==> config.mk <==
export PLATFORM = sky130hd
export DESIGN_NAME = sprite_dirty_rect_clipper
export DESIGN_NICKNAME = d
export VERILOG_FILES = /design/src/sv/sdrc_pkg.sv /design/src/sv/sdrc_clip.sv /design/src/sv/sdrc_core.sv /design/src/sv/sdrc_out.sv /design/src/sv/sprite_dirty_rect_clipper.sv
export SDC_FILE = /design/constraint.sdc
export NUM_CORES = 2
export LEC_CHECK = 0
export BUFFER_PORTS_ARGS = -buffer_cell sky130_fd_sc_hd__buf_2
export CORE_ASPECT_RATIO = 0.75
export CORE_UTILIZATION = 45
export DETAILED_ROUTE_END_ITERATION = 6
export MAX_ROUTING_LAYER = met4
export PLACE_DENSITY = 0.69
export SLEW_MARGIN = 20
export SYNTH_ARGS = -nofsm -noshare
export SYNTH_HDL_FRONTEND = slang
export SYNTH_SLANG_ARGS = --single-unit
==> constraint.sdc <==
create_clock -name i_clk -period 25.4 [get_ports i_clk]
set_clock_uncertainty 0.1 [all_clocks]
set_input_delay 5.08 -clock i_clk [delete_from_list [all_inputs] [get_ports i_clk]]
set_output_delay 5.08 -clock i_clk [all_outputs]
set_load 0.005 [all_outputs]
==> src/sv/sdrc_pkg.sv <==
// Shared types and constants for the sprite dirty-rectangle clipper.
// Used by every module of the block; depends on nothing.
package sdrc_pkg;

    localparam int RESTORE_LIST_MAX_DEF = 64;
    localparam int REFRESH_LIST_MAX_DEF = 64;

    // Input operation codes.
    localparam logic OP_FRAME_START = 1'b0;
    localparam logic OP_MOVE        = 1'b1;

    // Result kinds.
    localparam logic [1:0] KIND_BLIT      = 2'd0;
    localparam logic [1:0] KIND_RESTORE   = 2'd1;
    localparam logic [1:0] KIND_REFRESH   = 2'd2;
    localparam logic [1:0] KIND_OFFSCREEN = 2'd3;

    // Configuration register indexes.
    localparam logic [1:0] CFG_SCREEN_X = 2'd0;
    localparam logic [1:0] CFG_SCREEN_Y = 2'd1;
    localparam logic [1:0] CFG_SCREEN_W = 2'd2;
    localparam logic [1:0] CFG_SCREEN_H = 2'd3;

    localparam logic signed [15:0] SCREEN_X_RST = 16'sd0;
    localparam logic signed [15:0] SCREEN_Y_RST = 16'sd0;
    localparam logic [14:0]        SCREEN_W_RST = 15'd320;
    localparam logic [14:0]        SCREEN_H_RST = 15'd200;

    typedef struct packed {
        logic signed [15:0] x;
        logic signed [15:0] y;
        logic [14:0]        w;
        logic [14:0]        h;
    } t_screen;

    typedef struct packed {
        logic               op;
        logic signed [15:0] new_x;
        logic signed [15:0] new_y;
        logic [14:0]        new_w;
        logic [14:0]        new_h;
        logic signed [15:0] old_x;
        logic signed [15:0] old_y;
        logic [14:0]        old_w;
        logic [14:0]        old_h;
    } t_item;

    typedef struct packed {
        logic [1:0]         kind;
        logic [5:0]         list_index;
        logic signed [15:0] rect_x;
        logic signed [15:0] rect_y;
        logic [14:0]        rect_w;
        logic [14:0]        rect_h;
        logic [14:0]        src_x;
        logic [14:0]        src_y;
    } t_result;

    // Up to three results of one move: restore, blit or offscreen, refresh.
    typedef struct packed {
        logic [2:0]    mask;
        t_result [2:0] slot;
    } t_bundle;

endpackage

==> src/sv/sdrc_clip.sv <==
// Intersection of one rectangle, given by its corner and exclusive far edges,
// with the screen rectangle. Depends on sdrc_pkg.
module sdrc_clip import sdrc_pkg::*; (
    input  t_screen            i_screen,
    input  logic signed [15:0] i_lo_x,
    input  logic signed [15:0] i_lo_y,
    input  logic signed [17:0] i_end_x,
    input  logic signed [17:0] i_end_y,
    output logic signed [15:0] o_x,
    output logic signed [15:0] o_y,
    output logic [14:0]        o_w,
    output logic [14:0]        o_h,
    output logic               o_visible
);

    logic signed [17:0] scr_end_x;
    logic signed [17:0] scr_end_y;
    logic signed [15:0] x0;
    logic signed [15:0] y0;
    logic signed [17:0] x0_ext;
    logic signed [17:0] y0_ext;
    logic signed [17:0] x1;
    logic signed [17:0] y1;
    logic signed [18:0] dx;
    logic signed [18:0] dy;

    always_comb begin
        scr_end_x = 18'(i_screen.x) + $signed({3'b000, i_screen.w});
        scr_end_y = 18'(i_screen.y) + $signed({3'b000, i_screen.h});
        x0        = (i_lo_x > i_screen.x) ? i_lo_x : i_screen.x;
        y0        = (i_lo_y > i_screen.y) ? i_lo_y : i_screen.y;
        x0_ext    = 18'(x0);
        y0_ext    = 18'(y0);
        x1        = (i_end_x < scr_end_x) ? i_end_x : scr_end_x;
        y1        = (i_end_y < scr_end_y) ? i_end_y : scr_end_y;
        dx        = 19'(x1) - 19'(x0_ext);
        dy        = 19'(y1) - 19'(y0_ext);
        o_x       = x0;
        o_y       = y0;
        o_w       = dx[14:0];
        o_h       = dy[14:0];
        o_visible = (x1 > x0_ext) && (y1 > y0_ext);
    end

endmodule

==> src/sv/sdrc_core.sv <==
// Input register, the three clip units and the list counters. Produces the
// result bundle of one item per cycle unless stalled. Depends on sdrc_pkg and sdrc_clip.
module sdrc_core import sdrc_pkg::*; #(
    parameter int RESTORE_LIST_MAX = RESTORE_LIST_MAX_DEF,
    parameter int REFRESH_LIST_MAX = REFRESH_LIST_MAX_DEF
) (
    input  logic    i_clk,
    input  logic    i_rst_n,
    input  t_screen i_screen,
    input  logic    i_valid,
    input  t_item   i_item,
    output logic    o_stall,
    input  logic    i_free,
    output logic    o_load,
    output t_bundle o_bundle
);

    localparam int RW = $clog2(RESTORE_LIST_MAX + 1);
    localparam int FW = $clog2(REFRESH_LIST_MAX + 1);

    logic          r_a_valid;
    t_item         r_a;
    logic [RW-1:0] r_restore_count;
    logic [FW-1:0] r_refresh_count;
    logic          n_a_valid;
    logic [RW-1:0] n_restore_count;
    logic [FW-1:0] n_refresh_count;

    logic               accept;
    logic               load;
    logic signed [17:0] old_end_x;
    logic signed [17:0] old_end_y;
    logic signed [17:0] new_end_x;
    logic signed [17:0] new_end_y;
    logic signed [15:0] uni_x;
    logic signed [15:0] uni_y;
    logic signed [17:0] uni_end_x;
    logic signed [17:0] uni_end_y;

    logic signed [15:0] oc_x, oc_y, nc_x, nc_y, uc_x, uc_y;
    logic [14:0]        oc_w, oc_h, nc_w, nc_h, uc_w, uc_h;
    logic               oc_vis, nc_vis, uc_vis;

    logic          restore_ok;
    logic          refresh_ok;
    logic [31:0]   restore_idx;
    logic [31:0]   refresh_idx;
    logic signed [15:0] src_dx;
    logic signed [15:0] src_dy;
    t_bundle       bundle;

    always_comb begin
        old_end_x = 18'(r_a.old_x) + $signed({3'b000, r_a.old_w});
        old_end_y = 18'(r_a.old_y) + $signed({3'b000, r_a.old_h});
        new_end_x = 18'(r_a.new_x) + $signed({3'b000, r_a.new_w});
        new_end_y = 18'(r_a.new_y) + $signed({3'b000, r_a.new_h});
        // The union is taken from the raw rectangles, empty or not.
        uni_x     = (r_a.old_x < r_a.new_x) ? r_a.old_x : r_a.new_x;
        uni_y     = (r_a.old_y < r_a.new_y) ? r_a.old_y : r_a.new_y;
        uni_end_x = (old_end_x > new_end_x) ? old_end_x : new_end_x;
        uni_end_y = (old_end_y > new_end_y) ? old_end_y : new_end_y;
    end

    sdrc_clip u_clip_old (
        .i_screen (i_screen),
        .i_lo_x   (r_a.old_x),
        .i_lo_y   (r_a.old_y),
        .i_end_x  (old_end_x),
        .i_end_y  (old_end_y),
        .o_x      (oc_x),
        .o_y      (oc_y),
        .o_w      (oc_w),
        .o_h      (oc_h),
        .o_visible(oc_vis)
    );

    sdrc_clip u_clip_new (
        .i_screen (i_screen),
        .i_lo_x   (r_a.new_x),
        .i_lo_y   (r_a.new_y),
        .i_end_x  (new_end_x),
        .i_end_y  (new_end_y),
        .o_x      (nc_x),
        .o_y      (nc_y),
        .o_w      (nc_w),
        .o_h      (nc_h),
        .o_visible(nc_vis)
    );

    sdrc_clip u_clip_uni (
        .i_screen (i_screen),
        .i_lo_x   (uni_x),
        .i_lo_y   (uni_y),
        .i_end_x  (uni_end_x),
        .i_end_y  (uni_end_y),
        .o_x      (uc_x),
        .o_y      (uc_y),
        .o_w      (uc_w),
        .o_h      (uc_h),
        .o_visible(uc_vis)
    );

    always_comb begin
        restore_ok  = oc_vis && (r_restore_count < RW'(RESTORE_LIST_MAX));
        refresh_ok  = uc_vis && (r_refresh_count < FW'(REFRESH_LIST_MAX));
        restore_idx = 32'(r_restore_count);
        refresh_idx = 32'(r_refresh_count);
        src_dx      = nc_x - r_a.new_x;
        src_dy      = nc_y - r_a.new_y;

        bundle.slot[0]            = '0;
        bundle.slot[0].kind       = KIND_RESTORE;
        bundle.slot[0].list_index = restore_idx[5:0];
        bundle.slot[0].rect_x     = oc_x;
        bundle.slot[0].rect_y     = oc_y;
        bundle.slot[0].rect_w     = oc_w;
        bundle.slot[0].rect_h     = oc_h;

        bundle.slot[1] = '0;
        if (nc_vis) begin
            bundle.slot[1].kind   = KIND_BLIT;
            bundle.slot[1].rect_x = nc_x;
            bundle.slot[1].rect_y = nc_y;
            bundle.slot[1].rect_w = nc_w;
            bundle.slot[1].rect_h = nc_h;
            bundle.slot[1].src_x  = src_dx[14:0];
            bundle.slot[1].src_y  = src_dy[14:0];
        end else begin
            bundle.slot[1].kind   = KIND_OFFSCREEN;
        end

        bundle.slot[2]            = '0;
        bundle.slot[2].kind       = KIND_REFRESH;
        bundle.slot[2].list_index = refresh_idx[5:0];
        bundle.slot[2].rect_x     = uc_x;
        bundle.slot[2].rect_y     = uc_y;
        bundle.slot[2].rect_w     = uc_w;
        bundle.slot[2].rect_h     = uc_h;

        // A frame start passes through without results.
        if (r_a.op == OP_MOVE) begin
            bundle.mask = {refresh_ok, 1'b1, restore_ok};
        end else begin
            bundle.mask = 3'b000;
        end
    end

    always_comb begin
        load            = r_a_valid && i_free;
        o_stall         = !i_rst_n || (r_a_valid && !load);
        accept          = i_valid && !o_stall;
        n_a_valid       = accept || (r_a_valid && !load);
        n_restore_count = r_restore_count;
        n_refresh_count = r_refresh_count;
        if (load) begin
            if (r_a.op == OP_FRAME_START) begin
                n_restore_count = '0;
                n_refresh_count = '0;
            end else begin
                n_restore_count = r_restore_count + RW'(restore_ok);
                n_refresh_count = r_refresh_count + FW'(refresh_ok);
            end
        end
        o_load   = load;
        o_bundle = bundle;
    end

    always_ff @(posedge i_clk) begin
        if (!i_rst_n) begin
            r_a_valid       <= 1'b0;
            r_restore_count <= '0;
            r_refresh_count <= '0;
        end else begin
            r_a_valid       <= n_a_valid;
            r_restore_count <= n_restore_count;
            r_refresh_count <= n_refresh_count;
        end
    end

    always_ff @(posedge i_clk) begin
        if (accept) begin
            r_a <= i_item;
        end
    end

endmodule

==> src/sv/sdrc_out.sv <==
// Result register: holds the bundle of one item and hands its results out
// one per transfer, lowest-numbered slot first. Depends on sdrc_pkg.
module sdrc_out import sdrc_pkg::*; (
    input  logic    i_clk,
    input  logic    i_rst_n,
    input  logic    i_load,
    input  t_bundle i_bundle,
    output logic    o_free,
    output logic    o_valid,
    input  logic    i_stall,
    output t_result o_result,
    output logic    o_last
);

    logic [2:0]    r_mask;
    t_result [2:0] r_slot;
    logic [2:0]    n_mask;
    logic [2:0]    sel;
    logic [2:0]    rest;
    logic          take;

    always_comb begin
        if (r_mask[0]) begin
            sel = 3'b001;
        end else if (r_mask[1]) begin
            sel = 3'b010;
        end else if (r_mask[2]) begin
            sel = 3'b100;
        end else begin
            sel = 3'b000;
        end
        rest    = r_mask & ~sel;
        o_valid = |r_mask;
        o_last  = (rest == 3'b000);
        take    = o_valid && !i_stall;
        o_free  = !o_valid || (take && o_last);

        o_result = '0;
        for (int i = 0; i < 3; i++) begin
            if (sel[i]) begin
                o_result = r_slot[i];
            end
        end

        n_mask = take ? rest : r_mask;
        if (i_load) begin
            n_mask = i_bundle.mask;
        end
    end

    always_ff @(posedge i_clk) begin
        if (!i_rst_n) begin
            r_mask <= 3'b000;
        end else begin
            r_mask <= n_mask;
        end
    end

    always_ff @(posedge i_clk) begin
        if (i_load) begin
            r_slot <= i_bundle.slot;
        end
    end

endmodule

==> src/sv/sprite_dirty_rect_clipper.sv <==
// Sprite dirty-rectangle clipper, top level: configuration registers, the
// clipping core and the result register. Depends on sdrc_pkg, sdrc_core, sdrc_out.
//
// Each sprite move yields, in order, a restore entry for the visible part of the
// old rectangle, a blit of the visible new rectangle (or an offscreen marker),
// and a refresh entry for the visible union of both; restore and refresh entries
// are dropped once their list count reaches its maximum, and a frame-start item
// clears both counts without producing results. Results leave one per cycle,
// unless the output is stalled, through a single output register; a move yields
// one to three results, and a new item is taken while the previous one's results
// drain. An item passes through the input register and then the result register
// before its first result is presented. The screen rectangle must only be
// rewritten while the block is idle.
module sprite_dirty_rect_clipper import sdrc_pkg::*; #(
    parameter int RESTORE_LIST_MAX = RESTORE_LIST_MAX_DEF,
    parameter int REFRESH_LIST_MAX = REFRESH_LIST_MAX_DEF
) (
    input  logic               i_clk,
    input  logic               i_rst_n,
    input  logic               i_cfg_we,
    input  logic [1:0]         i_cfg_index,
    input  logic [15:0]        i_cfg_data,
    input  logic               i_valid,
    output logic               o_stall,
    input  logic               i_op,
    input  logic signed [15:0] i_new_x,
    input  logic signed [15:0] i_new_y,
    input  logic [14:0]        i_new_w,
    input  logic [14:0]        i_new_h,
    input  logic signed [15:0] i_old_x,
    input  logic signed [15:0] i_old_y,
    input  logic [14:0]        i_old_w,
    input  logic [14:0]        i_old_h,
    output logic               o_valid,
    input  logic               i_stall,
    output logic [1:0]         o_kind,
    output logic [5:0]         o_list_index,
    output logic signed [15:0] o_rect_x,
    output logic signed [15:0] o_rect_y,
    output logic [14:0]        o_rect_w,
    output logic [14:0]        o_rect_h,
    output logic [14:0]        o_src_x,
    output logic [14:0]        o_src_y,
    output logic               o_last
);

    t_screen r_screen;
    t_item   item;
    logic    free;
    logic    load;
    t_bundle bundle;
    t_result result;

    always_ff @(posedge i_clk) begin
        if (!i_rst_n) begin
            r_screen.x <= SCREEN_X_RST;
            r_screen.y <= SCREEN_Y_RST;
            r_screen.w <= SCREEN_W_RST;
            r_screen.h <= SCREEN_H_RST;
        end else if (i_cfg_we) begin
            case (i_cfg_index)
                CFG_SCREEN_X: r_screen.x <= i_cfg_data;
                CFG_SCREEN_Y: r_screen.y <= i_cfg_data;
                CFG_SCREEN_W: r_screen.w <= i_cfg_data[14:0];
                CFG_SCREEN_H: r_screen.h <= i_cfg_data[14:0];
                default: ;
            endcase
        end
    end

    always_comb begin
        item.op    = i_op;
        item.new_x = i_new_x;
        item.new_y = i_new_y;
        item.new_w = i_new_w;
        item.new_h = i_new_h;
        item.old_x = i_old_x;
        item.old_y = i_old_y;
        item.old_w = i_old_w;
        item.old_h = i_old_h;
    end

    sdrc_core #(
        .RESTORE_LIST_MAX(RESTORE_LIST_MAX),
        .REFRESH_LIST_MAX(REFRESH_LIST_MAX)
    ) u_core (
        .i_clk   (i_clk),
        .i_rst_n (i_rst_n),
        .i_screen(r_screen),
        .i_valid (i_valid),
        .i_item  (item),
        .o_stall (o_stall),
        .i_free  (free),
        .o_load  (load),
        .o_bundle(bundle)
    );

    sdrc_out u_out (
        .i_clk   (i_clk),
        .i_rst_n (i_rst_n),
        .i_load  (load),
        .i_bundle(bundle),
        .o_free  (free),
        .o_valid (o_valid),
        .i_stall (i_stall),
        .o_result(result),
        .o_last  (o_last)
    );

    assign o_kind       = result.kind;
    assign o_list_index = result.list_index;
    assign o_rect_x     = result.rect_x;
    assign o_rect_y     = result.rect_y;
    assign o_rect_w     = result.rect_w;
    assign o_rect_h     = result.rect_h;
    assign o_src_x      = result.src_x;
    assign o_src_y      = result.src_y;

endmodule

### Word-level counts from Yosys, hierarchy flattened

Index checks and enable logic that the tools add are counted.

| operators by class | value |
|---|---|
| $add $sub $neg | 16 |
| bitwise gates (word level) | 2 |
| mux-type cells | 28 |
| reduce and logical (&&, ||, !) cells | 26 |
| eq/ne operators | 3 |
| $lt $le $gt $ge | 24 |

Operators by type and width:

| kind | count |
|---|---|
| $mux 100 | 2 |
| $mux 18 | 8 |
| $mux 16 | 8 |
| $sub 15x15->15 | 8 |
| $gt 18x16->1 | 6 |
| $add 16x16->17 | 6 |
| $mux 99 | 1 |
| $gt 16x16->1 | 6 |
| $lt 18x18->1 | 3 |
| $lt 17x17->1 | 2 |
| $lt 16x16->1 | 2 |
| $gt 18x18->1 | 1 |
| $lt 18x17->1 | 1 |
| $mux 3 | 6 |
| $gt 17x17->1 | 1 |
| $add 7x1->7 | 2 |
| $lt 7x7->1 const B | 2 |
| $mux 7 | 2 |
| $logic_and 1x1->1 | 10 |
| $reduce_and 2->1 | 4 |
| $logic_not 1->1 | 5 |
| $eq 2x2->1 const B | 2 |
| $and 3x3->3 | 1 |
| $logic_not 3->1 | 1 |
| 7 further kinds | 9 |

| word-level totals | value |
|---|---|
| output and inout bits | 103 |
| bits of input ports | 148 |
| logic and storage cells | 133 |
| register bits | 435 |

### Depth between registers and ports, before layout

| logic depth | value |
|---|---|
| depth after elaboration | 15 |
| depth in mapped cells | 60 |
| gate-level depth less buffers | 57 |

### Cells and area by module

Synthesis repeated with hierarchy kept, for this count alone.

| unflattened totals | value |
|---|---|
| cells, all modules | 4240 |
| area total of the unflattened synthesis | 42728.5 um2 |

Modules (own cells, without submodules):

| module | seq. area each (um2) | area an instance (um2) | cells an instance | instances |
|---|---|---|---|---|
| sdrc_core | 4053.9 | 12045.3 | 1235 | 1 |
| sdrc_out | 9068.7 | 11766.3 | 667 | 1 |
| sdrc_clip at u_core.u_clip_old ... | 0.0 | 5485.3 | 706 | 2 |
| sdrc_clip at u_core.u_clip_new | 0.0 | 5549.1 | 696 | 1 |
| sprite_dirty_rect_clipper | 1241.2 | 2397.3 | 230 | 1 |

### Worst setup path before layout

OpenSTA, ideal clock, no wires.

| timing | value |
|---|---|
| kind | in2reg |
| start point | input i_stall |
| end point | register u_core.r_refresh_count[5] |
| stages on the path | 7 |
| setup time | 0.120 ns |
| arrival | 12.845 ns |
| slack | 12.335 ns |
| data required time | 25.180 ns |
| path buffers | 1 |
| cells stage by stage | inv_1 -> o2bb2ai_1 -> nand2_1 -> inv_1 -> clkbuf_1 -> a21boi_0 -> o21a_1 |

| between the ends | value |
|---|---|
| cells in the longest elaborated chain, start to end | 5 |

RTL lines:

| what | line | text |
|---|---|---|
| start: declaration | sprite_dirty_rect_clipper.sv:35 | `input logic i_stall,` |
| $logic_not 1->1 | sdrc_out.sv:35 | `take = o_valid && !i_stall;` |
| $logic_and 1x1->1 | sdrc_out.sv:35 |  |
| $logic_and 1x1->1 | sdrc_out.sv:36 | `o_free = !o_valid \|\| (take && o_last);` |
| $logic_or 1x1->1 | sdrc_out.sv:36 |  |
| $logic_and 1x1->1 | sdrc_core.sv:149 | `load = r_a_valid && i_free;` |
| net load | sprite_dirty_rect_clipper.sv:50 | `logic load;` |
| end signal: assignment | sdrc_core.sv:176 | `r_refresh_count <= n_refresh_count;` |
| end: declaration | sdrc_core.sv:24 | `logic [FW-1:0] r_refresh_count;` |

The timed path passes the listed nets, and every way through them passes these cells.
A chain may end at the register's enable or synchronous reset.

### Final worst setup path

| timing | value |
|---|---|
| start point | register u_core.r_a[46] (netlist bit) |
| end point | register u_core.r_refresh_count[6] |

| between the ends | value |
|---|---|
| cells in the longest elaborated chain, start to end | 10 |
| elaborated cells between the ends (all ways) | 14 |
| classes of those cells | 2 x add/sub; 5 x order compare; 5 x mux; 2 x reduce/logical |

RTL lines:

| what | line | text |
|---|---|---|
| start: declaration | sdrc_core.sv:22 | `t_item r_a;` |
| start signal: assignment | sdrc_core.sv:182 | `r_a <= i_item;` |
| $add 16x16->17 | sdrc_core.sv:53 | `old_end_x = 18'(r_a.old_x) + $signed({3'b000, r_a.old_w});` |
| $gt 18x18->1 | sdrc_core.sv:60 | `uni_end_x = (old_end_x > new_end_x) ? old_end_x : new_end_x;` |
| $mux 18 | sdrc_core.sv:60 |  |
| $lt 18x18->1 | sdrc_clip.sv:34 | `x1 = (i_end_x < scr_end_x) ? i_end_x : scr_end_x;` |
| $mux 18 | sdrc_clip.sv:34 |  |
| $gt 18x16->1 (*) | sdrc_clip.sv:42 | `o_visible = (x1 > x0_ext) && (y1 > y0_ext);` |
| $logic_and 1x1->1 (*) | sdrc_clip.sv:42 |  |
| $logic_and 1x1->1 (*) | sdrc_core.sv:105 | `refresh_ok = uc_vis && (r_refresh_count < FW'(REFRESH_LIST_MAX));` |
| $add 7x1->7 (*) | sdrc_core.sv:161 | `n_refresh_count = r_refresh_count + FW'(refresh_ok);` |
| $mux 7 (*) | sdrc_core.sv:156 | `if (r_a.op == OP_FRAME_START) begin` |

Every way passes the cells marked *; elsewhere a longest branch is shown, timed or not.

==> results by group <==
Status
  • Result of the run: finished with violations
  • Violated checks: DRC

Detailed routing
  • Post-Route WL: 115000 um
  • Average routed wire per standard cell: 23.5 um
  • Router iterations before antenna repair: 7
  • Drc violations: 2
  • Detailed-route via count: 28500
  • Routed vias/inst: about 5.8
  • Antenna Nets Post-Route: 0
  • Number of DRC markers after the initial detailed-route iteration: between 3000 and 4000

Clock network
  • Number of buffers created by CTS: 48
  • Setup Fix Bufs, Post-CTS: 0
  • Bufs on Longest Clock Path: 3
  • Clock tree from TritonCTS: yes
  • Quantity of hold-fixing buffers added after cts: 0
  • Insertion delay to the later sink of the worst-skew pair: 0.61 ns
  • H-tree levels: 2
  • Sink Count: 434
  • Register clock-pin slew on the reported worst setup and hold paths: 0.06 ns
  • # resized after CTS: 0
  • Master cell of the clock root buffer: clkbuf_16

STA
  • Worst slew margin: 22.2%
  • Unrepaired setup endpoints after global routing: false
  • Final-report hold violation count: 0
  • Final Worst Setup Slack: around 14 ns
  • Number of endpoints failing setup at the final stage: 0
  • Final count of pins violating max slew: 0
  • Achievable clock frequency: ~84 MHz
  • Least-Margin Pin Slew: 1.16 ns
  • Total negative setup slack: 0 ns
  • Min Clock Period, post-route: 11.88 ns
  • Final critical-path share of the clock period: between 40% and 50%

Setup path
  • Data arrival, critical path: 12.26 ns
  • Startpoint types: flip-flop
  • Cell with the largest stage delay on the worst path: nor4b_1
  • Element type at the critical path end: flip-flop
  • Most numerous cell on the critical path: a21o_1
  • Peak per-stage delay on the critical path: 0.80 ns
  • Max FO, Critical Path: 21
  • Worst path required time: 25.78 ns
  • Kind of critical path: reg -> reg

Finish
  • Most common cell after layout, fill and taps aside: ha_1
  • Post-layout util: between 50% and 60%
  • Layout-stage area growth over the synthesis result: 11.7%
  • Top library cells by usage in the layout, fill and taps aside: ha_1, edfxtp_1, nand2_1, inv_1, buf_2
  • Area of all placed cells without fillers: 0.0386 mm2
  • Net count reported at finish: 4436
  • Share of final-layout standard cells stronger than drive strength 1: 14.0%

Synth
  • Area of the mapped netlist: about 0.035 mm2
  • Flops & latches, synth: 434
  • Synth Area per Inst: 9.64 um2
  • Area fraction of the dominant cell type after synthesis: 30.8%
  • Flip-flop cell with the highest count after synthesis: edfxtp_1
  • Cell types with the largest area share after synthesis: edfxtp_1, ha_1, dfxtp_1
  • Number of flops mapped to enable cells by yosys: 354
  • Fraction of registers with async set or reset after synthesis: 0%
  • Fraction of the yosys area taken by sequential cells: 35.4%
  • Cell accounting for the most synthesized area: edfxtp_1
  • Number of nets in the synthesized netlist: ~4200
  • Ys Warns: 0
  • Number of instances in the synthesized netlist: roughly 3600
  • Synth unique cells: 95

Floorplan
  • Die Span Y: 242 um
  • Initial Utilization: 45.7%
  • Io pins: between 200 and 300
  • Std-Cell Core Area: 0.0755 mm2
  • Placement row count: 87
  • Horizontal extent of the die: around 320 um
  • Die area: a little under 0.08 mm2

Global route
  • Total global routing track utilization: roughly 30%
  • Number of global-route vias before repair: 26000
  • Global route total overflow: 0
  • Number of antenna violations at the first check in global routing: 19
  • Pin count of the biggest net entering global routing: 111
  • Wire length of the first global-routing pass: 167000 um

Placement
  • Number of buffers inserted by port buffering: 250
  • Placer's final routability congestion estimate: 1.05
  • Post-DP Area: 0.0369 mm2
  • Post-Place Setup Slack: 13.79 ns
  • Detail Placement HPWL: 90500 um

Run
  • Max-cap violations: 0

Power
  • Static Leakage: 16.7 nW
  • Worst voltage drop across the vdd grid: roughly 0.047 mV
  • Power per unit of standard cell area: 72.0 mW/mm2

Worst hold path
  • HP Class: reg -> reg
==> flip-flops by register name, indices dropped and copies added, names as in the netlist <==
name and flops:
u_core.r_a_valid 1, u_core.r_refresh_count 7, u_core.r_a 125, u_core.r_restore_count 7
r_screen 62, u_out.r_slot 229, u_out.r_mask 3
==> per-stage QoR <==
stage	power [mW]	hold slack (ns)	std cells
global placement	2.02	0.349	4780
finish	2.78	0.371	4887
detailed placement	2.03	0.365	4780
CTS	2.76	0.373	4870
floorplan	1.70	0.337	3586
global route	2.92	0.382	4886
==> path summary, 6_finish.rpt <==
path         slack (ns)                       from  cells past startpoint                                      to
min reg2reg        0.37  r_screen[19]$_SDFFE_PN0P_                      2               r_screen[19]$_SDFFE_PN0P_
max               13.52   u_core.r_a[46]$_DFFE_PP_                     56  u_core.r_refresh_count[6]$_SDFFE_PN0P_
min                0.37  r_screen[19]$_SDFFE_PN0P_                      2               r_screen[19]$_SDFFE_PN0P_
max reg2reg       13.52   u_core.r_a[46]$_DFFE_PP_                     56  u_core.r_refresh_count[6]$_SDFFE_PN0P_
==> Yosys cell counts (all sizes together) (8+ instances only) <==
cell type / n
nand4: 68
o21a: 40
o31ai: 12
nor3: 52
edfxtp: 354
nand3b: 8
dfxtp: 80
a21oi: 208
and2: 35
a21boi: 93
and3: 17
clkbuf: 88
o41ai: 9
nand3: 47
buf: 24
nor4: 19
nor2: 230
a31o: 13
a22oi: 63
a211oi: 13
fa: 14
o211ai: 14
or2: 12
ha: 467
o21ai: 210
nand2: 326
xor2: 55
inv: 291
o21bai: 21
mux2: 115
mux2i: 143
xnor2: 88
a21o: 145
nand2b: 34
a31oi: 25
nor2b: 64
==> critical path, delay by kind of cell (launching register included) <==
kind,cells,cell delay [ns]
adders and majority gates,9,2.64
AOI/OAI and AO/OA,29,5.30
xor gates and xnor gates,1,0.30
buffers and inverters,2,0.36
muxes,2,0.57
DFF,1,0.43
and+or+nand+nor,13,2.02
==> cells by family after synthesis <==
kind of cell / Yosys count / synth area share (%)
and+or+nand+nor: 934 / 12.7
AOI/OAI and AO/OA: 926 / 17.7
adders and majority gates: 487 / 17.9
DFF: 434 / 35.4
buffers and inverters: 403 / 4.55
muxes: 258 / 7.94
xor gates and xnor gates: 144 / 3.76
==> report_power, final <==
part           internal [mW]  switching (mW)
combinational          0.442           0.696
sequential             0.880          0.0371
clock                  0.413           0.311
==> metal layers <==
metal  global-route usage, %  wire, um  up-vias
li1                        -         -    13600
met1                    44.5     55200    13600
met2                    37.3     43700     1169
met3                    10.2     13900      122
met4                    5.67      1980        0
met5                       -         0        -
==> area by class of cell <==
| class | count | area, um2 |
|---|---|---|
| multi-input cells | 2749 | 20800 |
| flip-flops and latches | 434 | 12200 |
| clock inverters | 16 | 106 |
| inverters | 291 | 1100 |
| repair buffers | 283 | 1500 |
| clock buffers | 74 | 1510 |
| fillers | 7013 | 37000 |
| diodes | 17 | 42.5 |
| well taps | 1023 | 1280 |
No activity file was read; power rests on OpenSTA's default activity.
